--- config.mk ---
export PLATFORM = sky130hd
export DESIGN_NAME = sync_address_frame_deframer_flat
export DESIGN_NICKNAME = d
export VERILOG_FILES = /design/src/rtl/safd_pkg.sv /design/src/rtl/safd_if.sv /design/src/rtl/sync_address_frame_deframer.sv /design/src/flat_wrapper.sv
export SDC_FILE = /design/constraint.sdc
export NUM_CORES = 1
export LEC_CHECK = 0
export BUFFER_PORTS_ARGS = -buffer_cell sky130_fd_sc_hd__buf_2
export CORE_MARGIN = 3
export CORE_UTILIZATION = 40
export DETAILED_ROUTE_END_ITERATION = 10
export SLEW_MARGIN = 20
export SYNTH_ARGS = -nofsm -noshare
export SYNTH_HDL_FRONTEND = slang
export SYNTH_SLANG_ARGS = --single-unit
--- constraint.sdc ---
create_clock -name clk -period 3.3 [get_ports clk]
set_input_delay 0.66 -clock clk [delete_from_list [all_inputs] [get_ports clk]]
set_output_delay 0.66 -clock clk [all_outputs]
set_load 0.005 [all_outputs]
--- src/rtl/safd_pkg.sv ---
package safd_pkg;

	typedef enum logic [1:0] {
		PH_HUNT = 2'd0,
		PH_ADDR = 2'd1,
		PH_DATA = 2'd2
	} phase_t;

	typedef enum logic [1:0] {
		REG_SYNC = 2'd0,
		REG_ADDR = 2'd1,
		REG_END  = 2'd2
	} reg_idx_t;

	localparam int unsigned PADDR_W     = 4;
	localparam int unsigned PDATA_W     = 32;
	localparam logic [2:0]  FIELD_TOTAL = 3'd5;

	localparam logic [7:0] SYNC_RESET = 8'hAA;
	localparam logic [7:0] ADDR_RESET = 8'hBB;
	localparam logic [7:0] END_RESET  = 8'h7F;

	typedef logic [3:0] nibble_t;

endpackage

--- src/rtl/safd_if.sv ---
interface safd_byte_if;
	logic       valid;
	logic       ready;
	logic [7:0] rx_byte;

	modport source (output valid, output rx_byte, input ready);
	modport sink   (input valid, input rx_byte, output ready);
endinterface

interface safd_entry_if;
	logic        valid;
	logic        ready;
	logic [3:0]  entry_row;
	logic [7:0]  entry_column;
	logic [15:0] entry_word;
	logic        ended_by_marker;

	modport source (output valid, output entry_row, output entry_column,
		output entry_word, output ended_by_marker, input ready);
	modport sink   (input valid, input entry_row, input entry_column,
		input entry_word, input ended_by_marker, output ready);
endinterface

--- src/rtl/sync_address_frame_deframer.sv ---
// Byte-stream deframer: hunts for the sync byte, checks the address byte, then
// collects a column byte and four low nibbles, and emits one entry when the end
// byte arrives or when any byte follows the fifth field. One byte is taken per
// clock cycle; each byte passes an input register and updates the frame-state
// registers, and the byte that closes a frame loads its entry into an output
// register. A pending entry stalls intake only when a further entry is due
// before it has been taken. Sync, address and end bytes are set through the
// APB port at byte addresses 0, 4 and 8.
module sync_address_frame_deframer (
	input  logic                              clk,
	input  logic                              arst_n,
	safd_byte_if.sink                         rx,
	safd_entry_if.source                      entry,
	input  logic                              psel,
	input  logic                              penable,
	input  logic                              pwrite,
	input  logic [safd_pkg::PADDR_W-1:0]      paddr,
	input  logic [safd_pkg::PDATA_W-1:0]      pwdata,
	output logic [safd_pkg::PDATA_W-1:0]      prdata,
	output logic                              pready
);

	logic [7:0] sync_q, addr_q, end_q;

	logic       v_s1;
	logic [7:0] byte_s1;

	safd_pkg::phase_t  phase_q, phase_d;
	logic [2:0]        count_q, count_d;
	logic [7:0]        column_q, column_d;
	safd_pkg::nibble_t nib_q [4];
	safd_pkg::nibble_t nib_d [4];

	logic        out_valid_q;
	logic [3:0]  row_q;
	logic [7:0]  col_out_q;
	logic [15:0] word_q;
	logic        marker_q;

	logic hit_end, emit, consume, out_free;
	logic [1:0] nib_idx;
	safd_pkg::reg_idx_t widx;

	assign widx   = safd_pkg::reg_idx_t'(paddr[3:2]);
	assign pready = 1'b1;

	always_comb begin
		prdata = '0;
		case (widx)
			safd_pkg::REG_SYNC: prdata[7:0] = sync_q;
			safd_pkg::REG_ADDR: prdata[7:0] = addr_q;
			safd_pkg::REG_END:  prdata[7:0] = end_q;
			default:            prdata = '0;
		endcase
	end

	always_ff @(posedge clk or negedge arst_n) begin
		if (!arst_n) begin
			sync_q <= safd_pkg::SYNC_RESET;
			addr_q <= safd_pkg::ADDR_RESET;
			end_q  <= safd_pkg::END_RESET;
		end else if (psel && penable && pwrite) begin
			case (widx)
				safd_pkg::REG_SYNC: sync_q <= pwdata[7:0];
				safd_pkg::REG_ADDR: addr_q <= pwdata[7:0];
				safd_pkg::REG_END:  end_q  <= pwdata[7:0];
				default: ;
			endcase
		end
	end

	assign hit_end  = (byte_s1 == end_q);
	assign emit     = v_s1 && (phase_q == safd_pkg::PH_DATA)
		&& (hit_end || (count_q == safd_pkg::FIELD_TOTAL));
	assign out_free = !out_valid_q || entry.ready;
	assign consume  = v_s1 && (!emit || out_free);
	assign rx.ready = !v_s1 || consume;
	assign nib_idx  = 2'(count_q - 3'd1);

	// input register
	always_ff @(posedge clk or negedge arst_n) begin
		if (!arst_n) begin
			v_s1 <= 1'b0;
		end else if (rx.ready) begin
			v_s1 <= rx.valid;
		end
	end

	always_ff @(posedge clk) begin
		if (rx.ready && rx.valid) begin
			byte_s1 <= rx.rx_byte;
		end
	end

	always_comb begin
		phase_d  = phase_q;
		count_d  = count_q;
		column_d = column_q;
		for (int i = 0; i < 4; i++) begin
			nib_d[i] = nib_q[i];
		end
		case (phase_q)
			safd_pkg::PH_ADDR: begin
				phase_d = (byte_s1 == addr_q) ? safd_pkg::PH_DATA : safd_pkg::PH_HUNT;
			end
			safd_pkg::PH_DATA: begin
				if (emit) begin
					phase_d  = safd_pkg::PH_HUNT;
					count_d  = '0;
					column_d = '0;
					for (int i = 0; i < 4; i++) begin
						nib_d[i] = '0;
					end
				end else begin
					if (count_q == '0) begin
						column_d = byte_s1;
					end else begin
						nib_d[nib_idx] = byte_s1[3:0];
					end
					count_d = count_q + 3'd1;
				end
			end
			default: begin
				phase_d = (byte_s1 == sync_q) ? safd_pkg::PH_ADDR : safd_pkg::PH_HUNT;
			end
		endcase
	end

	always_ff @(posedge clk or negedge arst_n) begin
		if (!arst_n) begin
			phase_q  <= safd_pkg::PH_HUNT;
			count_q  <= '0;
			column_q <= '0;
			for (int i = 0; i < 4; i++) begin
				nib_q[i] <= '0;
			end
		end else if (consume) begin
			phase_q  <= phase_d;
			count_q  <= count_d;
			column_q <= column_d;
			for (int i = 0; i < 4; i++) begin
				nib_q[i] <= nib_d[i];
			end
		end
	end

	// output register
	always_ff @(posedge clk or negedge arst_n) begin
		if (!arst_n) begin
			out_valid_q <= 1'b0;
		end else if (out_free) begin
			out_valid_q <= emit;
		end
	end

	always_ff @(posedge clk) begin
		if (emit && out_free) begin
			row_q     <= nib_q[0];
			col_out_q <= column_q;
			word_q    <= {nib_q[3], nib_q[2], nib_q[1], nib_q[0]};
			marker_q  <= hit_end;
		end
	end

	assign entry.valid           = out_valid_q;
	assign entry.entry_row       = row_q;
	assign entry.entry_column    = col_out_q;
	assign entry.entry_word      = word_q;
	assign entry.ended_by_marker = marker_q;

	a_count_range: assert property (@(posedge clk) disable iff (!arst_n)
		count_q <= safd_pkg::FIELD_TOTAL)
		else $error("field count beyond five");

	a_count_phase: assert property (@(posedge clk) disable iff (!arst_n)
		(count_q != '0) |-> (phase_q == safd_pkg::PH_DATA))
		else $error("fields held outside data phase");

	a_emit_clears: assert property (@(posedge clk) disable iff (!arst_n)
		(emit && consume) |=> (phase_q == safd_pkg::PH_HUNT && count_q == '0))
		else $error("frame not cleared after entry");

	a_emit_loads: assert property (@(posedge clk) disable iff (!arst_n)
		(emit && consume) |=> (out_valid_q && entry.entry_row == entry.entry_word[3:0]))
		else $error("entry not loaded into output register");

	a_no_marker_full: assert property (@(posedge clk) disable iff (!arst_n)
		(emit && !hit_end) |-> (count_q == safd_pkg::FIELD_TOTAL))
		else $error("unmarked close before five fields");

endmodule

--- src/flat_wrapper.sv ---
// flat-port wrapper written by rule: the top's interface ports become plain ports
module sync_address_frame_deframer_flat 
  (clk, arst_n, psel, penable, pwrite, paddr, pwdata, prdata, pready, rx_valid, rx_rx_byte, rx_ready, entry_valid, entry_entry_row, entry_entry_column, entry_entry_word, entry_ended_by_marker, entry_ready);
  safd_byte_if rx_i ();
  safd_entry_if entry_i ();
  input  logic clk;
  input  logic arst_n;
  input  logic psel;
  input  logic penable;
  input  logic pwrite;
  input  logic [safd_pkg::PADDR_W-1:0] paddr;
  input  logic [safd_pkg::PDATA_W-1:0] pwdata;
  output logic [safd_pkg::PDATA_W-1:0] prdata;
  output logic pready;
  input wire logic [$bits(rx_i.valid)-1:0] rx_valid;
  input wire logic [$bits(rx_i.rx_byte)-1:0] rx_rx_byte;
  output wire logic [$bits(rx_i.ready)-1:0] rx_ready;
  output wire logic [$bits(entry_i.valid)-1:0] entry_valid;
  output wire logic [$bits(entry_i.entry_row)-1:0] entry_entry_row;
  output wire logic [$bits(entry_i.entry_column)-1:0] entry_entry_column;
  output wire logic [$bits(entry_i.entry_word)-1:0] entry_entry_word;
  output wire logic [$bits(entry_i.ended_by_marker)-1:0] entry_ended_by_marker;
  input wire logic [$bits(entry_i.ready)-1:0] entry_ready;
  assign rx_i.valid = rx_valid;
  assign rx_i.rx_byte = rx_rx_byte;
  assign rx_ready = rx_i.ready;
  assign entry_valid = entry_i.valid;
  assign entry_entry_row = entry_i.entry_row;
  assign entry_entry_column = entry_i.entry_column;
  assign entry_entry_word = entry_i.entry_word;
  assign entry_ended_by_marker = entry_i.ended_by_marker;
  assign entry_i.ready = entry_ready;
  sync_address_frame_deframer u_core (.clk(clk), .arst_n(arst_n), .rx(rx_i), .entry(entry_i), .psel(psel), .penable(penable), .pwrite(pwrite), .paddr(paddr), .pwdata(pwdata), .prdata(prdata), .pready(pready));
endmodule
==> results of run 1 <==
cell families after synthesis:
family / Yosys count
AND/OR/NAND/NOR: 54
other: 2
buffers and inverters: 48
flip-flops: 88
adder cells (fa/ha/maj): 6
XOR/XNOR: 24
multiplexers: 37
AO/OA/AOI/OAI: 51
layout by cell type, fill, tap and decap left out, types with 2 or more instances in the layout:
cell type                    synthesis  final
sky130_fd_sc_hd__a221o_1             8      8
sky130_fd_sc_hd__a32o_1             13     13
sky130_fd_sc_hd__and2_1              6      6
sky130_fd_sc_hd__buf_2               3     63
sky130_fd_sc_hd__buf_4              29      3
sky130_fd_sc_hd__bufinv_16           0      2
sky130_fd_sc_hd__clkbuf_8            0      9
sky130_fd_sc_hd__clkinvlp_4          0      2
sky130_fd_sc_hd__conb_1              2     25
sky130_fd_sc_hd__dfrtp_1            38     38
sky130_fd_sc_hd__dfstp_2            17     17
sky130_fd_sc_hd__edfxtp_1           33     33
sky130_fd_sc_hd__ha_1                6      6
sky130_fd_sc_hd__inv_1              10     10
sky130_fd_sc_hd__inv_6               0      2
sky130_fd_sc_hd__mux2_2             26     26
sky130_fd_sc_hd__mux2i_1            11     11
sky130_fd_sc_hd__nand2_1            15     15
sky130_fd_sc_hd__nand2b_1            2      2
sky130_fd_sc_hd__nand3_1             6      6
sky130_fd_sc_hd__nand4_1             2      2
sky130_fd_sc_hd__nand4_2             2      2
sky130_fd_sc_hd__nor2_1              6      5
sky130_fd_sc_hd__nor2b_1             3      3
sky130_fd_sc_hd__nor3_1              2      2
sky130_fd_sc_hd__nor4_1              3      3
sky130_fd_sc_hd__o211a_1             8      8
sky130_fd_sc_hd__o21ai_0            15     15
sky130_fd_sc_hd__xnor2_1            14     14
sky130_fd_sc_hd__xor2_1             10     10
registers in the layout (all words and copies together) (netlist names):
name / flops
u_core.addr_q: 8
u_core.byte_s1: 8
u_core.column_q: 8
u_core.count_q: 3
u_core.end_q: 8
u_core.entry.ended_by_marker: 1
u_core.entry.entry_column: 8
u_core.entry.entry_word: 16
u_core.entry.valid: 1
u_core.nib_q: 16
u_core.phase_q: 2
u_core.sync_q: 8
u_core.v_s1: 1
worst min-delay path by stage:
stage | from | end | cells after the start
6_report | arst_n | u_core.sync_q[6] | 1
5_1_grt | arst_n | u_core.end_q[7] | 1
4_1_cts | arst_n | u_core.end_q[7] | 1
3_5_place_dp | u_core.nib_q[2] | u_core.entry.entry_word[14] | 0
3_3_place_gp | u_core.nib_q[2] | u_core.entry.entry_word[14] | 0
2_1_floorplan | arst_n | u_core.addr_q[2] | 0
metrics by stage:
| step | power, mW | cells | util | hold WS (ns) |
|---|---|---|---|---|
| floorplan | 1.62 | 333 | - | 0.364 |
| global placement | 1.69 | 494 | 0.449 | 0.437 |
| detailed placement | 1.71 | 495 | 0.451 | 0.438 |
| CTS | 2.54 | 511 | 0.474 | 0.238 |
| global route | 2.63 | 511 | 0.474 | 0.257 |
| finish | 2.52 | 511 | 0.474 | 0.247 |
power groups by stage:
stage | clock network [mW] | logic (mW) | registers, mW
after detailed placement | 0 | 0.350 | 1.36
after CTS | 0.854 | 0.352 | 1.34
final | 0.830 | 0.349 | 1.34
after floorplan | 0 | 0.286 | 1.33
after global routing | 0.896 | 0.387 | 1.35
after global placement | 0 | 0.339 | 1.36
worst reg2reg max path: cells and delay by family, from the launching register on:
family / cells / cell delay (ns)
AOI/OAI and AO/OA: 1 / 0.42
xor gates and xnor gates: 1 / 0.24
DFF: 1 / 0.54
and+or+nand+nor: 3 / 0.95
area by class of cell:
class / instances / area, µm²
timing repair buffer: 67 / 358
fill: 904 / 5220
inverter: 10 / 37.5
clock inverter: 6 / 92.6
tap: 133 / 166
multi-input combinational: 197 / 1520
sequential: 88 / 2390
clock buffer: 10 / 128
routing by layer:
metal | track usage | wire length, µm
met1 | 0.187 | 3700
met2 | 0.242 | 4060
met3 | 0.0414 | 394
met4 | 0.0388 | 56
met5 | 0 | 0
==> results.txt, run 1 <==
- On the final layout, the worst clock skew is 0.0110 ns.
- Power density over cell area: 536 nW/µm²
- Number of cells on the critical path: 5
- By area, the combinational part of the netlist is dominated by compound AO/OA/AOI/OAI gates.
- The worst setup path is captured at an output pin.
- Global routing finished with a remaining overflow of 0.
- Post-layout net count: 430
- Synthesis warning total: 0
- Required time of the worst setup path: 2.64 ns
- The worst register-to-register path begins at u_core.byte_s1[0].
- Hold WC Path Type: input pin to async pin
- After clock tree synthesis, the repair step resized 0 gates.
* Count leader, synth: sky130_fd_sc_hd__dfrtp_1
- The share of the synthesized area in compound gates (AO/OA/AOI/OAI) was 0.105.
- The number of clock buffers added by TritonCTS is 9.
* Effective utilization at floorplan: 0.417
- The internal portion of the total power is 1.86 mW.
- Number of detailed-route iterations in the first pass: 4
* Placement Setup Slack: 0.686 ns
* Bufs and invs on worst path: 1
- Skew-Pair Late Insertion Delay: 0.35 ns
- Simple-gate share of the synthesized area: 0.0742
* Die Height: 108 µm
- VDD IR max: 0.243 mV
- The worst path meets setup with 0.299 ns of slack.
- The synthesized netlist contains 43 unique library cells.
- Number of placed I/O pins: 115
- Via/cell ratio: 4.95
* Kind of start point of the critical path: register
* Synthesis-to-finish area growth: 13.6%
- Syn Inst Count: 310
- Cell type group with the largest total delay on the critical path: simple AND/OR/NAND/NOR gates
* Register clock-pin slew on the reported worst setup and hold paths: 0.09 ns
- The detailed router placed 2527 vias in this run.
* Number of DRC violations after detailed-routing iteration 0: 88
- Once placement finished, the instance area stood at 4470 µm².
- Clock tree synthesis found a total of 88 sinks.
- Share of total power in the clock network: 0.330
- The initialized floorplan defines 36 standard-cell rows.
* Sequential fraction of design power: 0.531
* Number of global-route vias before repair: 2514
* Net switching power figure: 655 µW
- CP arrival: 2.34 ns
* Most frequent cells after synthesis: sky130_fd_sc_hd__dfrtp_1 (38), sky130_fd_sc_hd__edfxtp_1 (33), sky130_fd_sc_hd__buf_4 (29)
* Overall track demand over capacity in global routing: 0.146
* Wire length of the first global-routing pass: 12900 µm
- Of the cells placed in the final design, the portion with a size suffix greater than 1 is 0.352.
- The synthesized netlist occupies a cell area of 4130 µm².
- Hold bufs inserted after CTS: 0
- In this run, synthesis inferred 33 flip-flops with an integrated enable.
- The worst setup path is of the register to output pin kind.
- After routing the design area is 4690 µm².
- The clock passes through at most 2 buffers.
* Fin. max-slew vios: 0
- Averaged over all synthesized cells, the footprint is 13.3 µm².
- Switching share of total power: 0.261
- RSZ-0062 raised after global routing: no
* Die Footprint: 11600 µm²
* Total setup buffers inserted after CTS: 0
* Post-DP HPWL: 5970 µm
- Placeable Area: 9910 µm²
- Of the total power, combinational logic draws 0.139.
* Portion of the post-synthesis area used by sequential elements: 0.578
- Maximum cell stage delay along the critical path: 0.54 ns
- After detailed routing, the number of remaining DRC violations is 0.
* Area contributors post-synth: sky130_fd_sc_hd__edfxtp_1 (24%), sky130_fd_sc_hd__dfrtp_1 (23%), sky130_fd_sc_hd__dfstp_2 (11%)
* Antenna Cells: 0
- RePlAce Congestion: 0.752
- The critical path ends at rx_ready.
* Cell depth of the worst flop-to-flop path: 5
- Library cell contributing the largest single delay on the critical path: sky130_fd_sc_hd__edfxtp_1
- Setup violations remaining at the end of the flow were counted as 0.
- Number of max-cap violations: 0
* Clock tree from TritonCTS: done
- In this run the tightest slew margin relative to its limit is 0.454.
- At the pin with the least slew margin, the transition time is 0.816 ns.
- Entering global routing, the biggest net connects 35 pins.
* Chain of cells forming the critical path: xnor2_1 > nand4_2 > o2bb2a_4 > or3_4 > buf_2
- Run status: complete, no violations
- Port Buffers: 63
- The critical path starts at u_core.byte_s1[0].
- The H-tree was split into 3 levels.
* Share of synthesized cell area in full adder, half adder and majority cells: 0.0182
- After synthesis, the share of cell area in mux cells is 0.0975.
- Worst Path Max Fanout: 34
* Post-Synth XOR/XNOR Area: 0.0509
* Max Clock Freq: 333 MHz
- Hold violation count in the final report: 0
- In this run the horizontal extent of the chip is 108 µm.
* Fraction of post-synthesis cell area in the top cell type by area: 0.240
- Antenna violations before repair: 0
- Final period utilization: 0.909
- After layout, the minimum clock period comes to 3.00 ns.
- For this block, the routed nets add up to 8210 µm of wire.
- CTS placed an instance of sky130_fd_sc_hd__clkbuf_8 at the clock tree root.
* Reg-to-reg setup timing slack: 0.87 ns
- Synthesis inferred 88 register bits.
- Antenna violation net count after detailed routing: 0
- For this design the static power due to leakage is 1.97 nW.
- Post-synthesis cell type with the largest combined area: sky130_fd_sc_hd__edfxtp_1
- Synth Flop Type: sky130_fd_sc_hd__dfrtp_1
- Routed wire length per instance: 16.1 µm
- Of all flip-flops after synthesis, the portion carrying an async set or reset was 0.625.
- Post-route setup TNS: 0 ns
- In this run the critical register-to-register path is captured at u_core.byte_s1[1].
Note: power is estimated with default switching activity, not from simulation.
==> run 2, diff against run 1 <==
CORE_UTILIZATION = 31   (was 40)
==> results.txt, run 2 (same netlist as run 1, synthesis figures left out) <==
- Endpoint of the worst-slack reg-to-reg timing path: u_core.byte_s1[1] (unchanged)
* Number of max-cap violations: 0 (unchanged)
* Via/cell ratio: 4.68 (was 4.95)
- Source of the worst register-to-register timing path: u_core.byte_s1[3] (was u_core.byte_s1[0])
- CP arrival: 2.40 ns (was 2.34 ns)
- The final sum of negative setup slack is 0 ns (unchanged).
- Post-placement cell count: 533 (was 495)
- The post-layout net count came to 429 (was 430).
* Number of core rows: 41 (was 36)
* Chip width: 121 µm (was 108 µm)
* Cell depth of the worst flop-to-flop path: 5 (unchanged)
* Routed via count: 2568 (was 2527)
- Antenna violation net count after detailed routing: 0 (unchanged)
* Synthesis-to-finish area growth: 17.4% (was 13.6%)
- The static leakage was 2.03 nW (was 1.97 nW).
- The first-pass GRT wire length was 13800 µm (was 12900 µm).
* Worst-case clock buffer depth: 2 (unchanged)
- Final period utilization: 0.928 (was 0.909)
- The root buffer cell is sky130_fd_sc_hd__clkbuf_16 (was sky130_fd_sc_hd__clkbuf_8).
* Fin. max-slew vios: 0 (unchanged)
* RSZ-0062 raised after global routing: no (unchanged)
* RePlAce Congestion: 0.758 (was 0.752)
- Number of placed I/O pins: 115 (unchanged)
- The total global routing overflow came to 0 (unchanged).
* Setup crit start: u_core.byte_s1[3] (was u_core.byte_s1[0])
* Commonest non-fill, non-tap cell in the layout: sky130_fd_sc_hd__buf_2 (unchanged)
- Max Clock Freq: 327 MHz (was 333 MHz)
* VDD IR max: 0.273 mV (was 0.243 mV)
- Antenna Cells: 0 (unchanged)
- The post-cts repair resize count was 0 (unchanged).
* Class of the most critical setup path: register to output pin (unchanged)
* Reg-to-reg setup timing slack: 0.82 ns (was 0.87 ns)
- The storage element area came to 2390 µm² (unchanged).
* Clock tree sinks: 88 (unchanged)
- Register clock-pin slew on the reported worst setup and hold paths: 0.06 ns (was 0.09 ns)
- The maximum clock skew at final layout was 0.00286 ns (was 0.0110 ns).
- The number of antenna violations at the first check in global routing is 1 (was 0).
* CTS Buf Count: 9 (unchanged)
- The element type at the critical path start was a register (unchanged).
* Leading cell types in the layout, fill and taps excluded: sky130_fd_sc_hd__buf_2 (62), sky130_fd_sc_hd__dfrtp_1 (38), sky130_fd_sc_hd__edfxtp_1 (33) (was sky130_fd_sc_hd__buf_2 (63), sky130_fd_sc_hd__dfrtp_1 (38), sky130_fd_sc_hd__edfxtp_1 (33))
* Post-route minimum period: 3.06 ns (was 3.00 ns)
- Run status: complete, no violations (unchanged).
- The pin slew with the least headroom to its limit came to 0.784 ns (was 0.816 ns).
- Total setup buffers inserted after CTS: 0 (unchanged)
* CP endpoint kind: output pin (unchanged)
- The area of the core came to 12800 µm² (was 9910 µm²).
- H-tree levels: 3 (unchanged)
- Die Footprint: 14700 µm² (was 11600 µm²)
- The wire length reported by the detailed router was 8490 µm (was 8210 µm).
* Number of DRC violations after detailed-routing iteration 0: 117 (was 88)
* Routed wire length per instance: 15.5 µm (was 16.1 µm)
- The HPWL after detailed placement is 6140 µm (was 5970 µm).
* Required time of the worst setup path: 2.64 ns (about the same)
* Number of global-route vias before repair: 2620 (was 2514)
- The number of hold-repair buffers added at the cts stage was 0 (unchanged).
* Share of post-route cells with drive strength above 1: 0.350 (was 0.352)
- Endpoint of the worst setup timing path: rx_ready (unchanged)
- The global-route total usage across every layer is 0.121 (was 0.146).
- The CTS tree was done (unchanged).
* Worst Path Max Fanout: 34 (unchanged)
- The worst hold path class is input pin to async pin (unchanged).
- The power per unit of standard cell area came to 588 nW/µm² (was 536 nW/µm²).
* Final cell count without fillers: 549 (was 511)
* Number of detailed-route iterations in the first pass: 4 (unchanged)
* Final setup violating endpoints: 0 (unchanged)
* Port Buffers: 63 (unchanged)
* Relative slew slack: 0.474 (was 0.454)
- The largest net degree at the start of global routing is 47 (was 35).
- The initial cell density of the core is 0.322 (was 0.417).
* Area of the multi-input gates: 1520 µm² (unchanged)
- The clock network latency to the later pin of the worst-skew pair came to 0.33 ns (was 0.35 ns).
* Hold violation count in the final report: 0 (unchanged)
- The height of the die came to 121 µm (was 108 µm).
- The DRC violations left came to 0 (unchanged).
* Fillcell total: 1273 (was 904)
-- run 2: cell types whose count changed in the layout (fill, tap and decap cells not counted), sizes merged --
cell,previous run,this run
clkinvlp,2,0
bufinv,2,3
buf,67,66
inv,12,10
clkbuf,10,11
clkinv,0,2
-- run 2: cell type report --
cell class                      count  area share
Inverter                           10     0.00774
Sequential cell                    88       0.492
Clock inverter                      5      0.0214
Clock buffer                       11      0.0500
Multi-Input combinational cell    197       0.314
Tap cell                          172      0.0444
Timing Repair Buffer               66      0.0702
-- run 2: worst min-delay path by stage --
stage | from | endpoint | slack, ns | depth (start not counted)
5_1_grt | arst_n | u_core.column_q[6] | 0.37 | 1
3_5_place_dp | u_core.nib_q[4] | u_core.entry.entry_word[8] | 0.44 | 0
4_1_cts | u_core.nib_q[4] | u_core.entry.entry_word[8] | 0.45 | 0
2_1_floorplan | arst_n | u_core.addr_q[2] | 0.36 | 0
6_report | arst_n | u_core.column_q[6] | 0.34 | 1
3_3_place_gp | u_core.nib_q[1] | u_core.entry.entry_word[13] | 0.44 | 0
-- run 2: critical path, cell delays in order, from the launching register on --
cell and delay [ns]:
sky130_fd_sc_hd__edfxtp_1 0.52, sky130_fd_sc_hd__xnor2_1 0.27, sky130_fd_sc_hd__nand4_2 0.29, sky130_fd_sc_hd__o2bb2a_4 0.42
sky130_fd_sc_hd__or3_4 0.41, sky130_fd_sc_hd__buf_2 0.14
-- run 2: per-layer routing --
metal | up-vias | GRT usage | part of all wire
met2 | 73 | 0.200 | 0.48
met5 | - | 0 | 0.0015
li1 | 1210 | - | -
met1 | 1272 | 0.153 | 0.45
met4 | 2 | 0.0364 | 0.013
met3 | 11 | 0.0368 | 0.060
-- run 2: per-stage QoR --
step                      hold WS [ns]  utilization  worst slack (ns)  power [mW]  cell area, µm²
final                            0.336        0.378             0.237        2.85            4850
after global routing             0.368        0.378             0.134        2.98            4850
after CTS                        0.452        0.378             0.218        2.88            4850
after detailed placement         0.437        0.351             0.624        1.71            4500
after global placement           0.436        0.351             0.666        1.70            4500
after floorplan                  0.364            -             0.292        1.62            4220
-- run 2: report_power, final --
group | switching [mW] | internal, mW
logic | 0.172 | 0.177
registers | 0.0900 | 1.25
clock network | 0.401 | 0.760
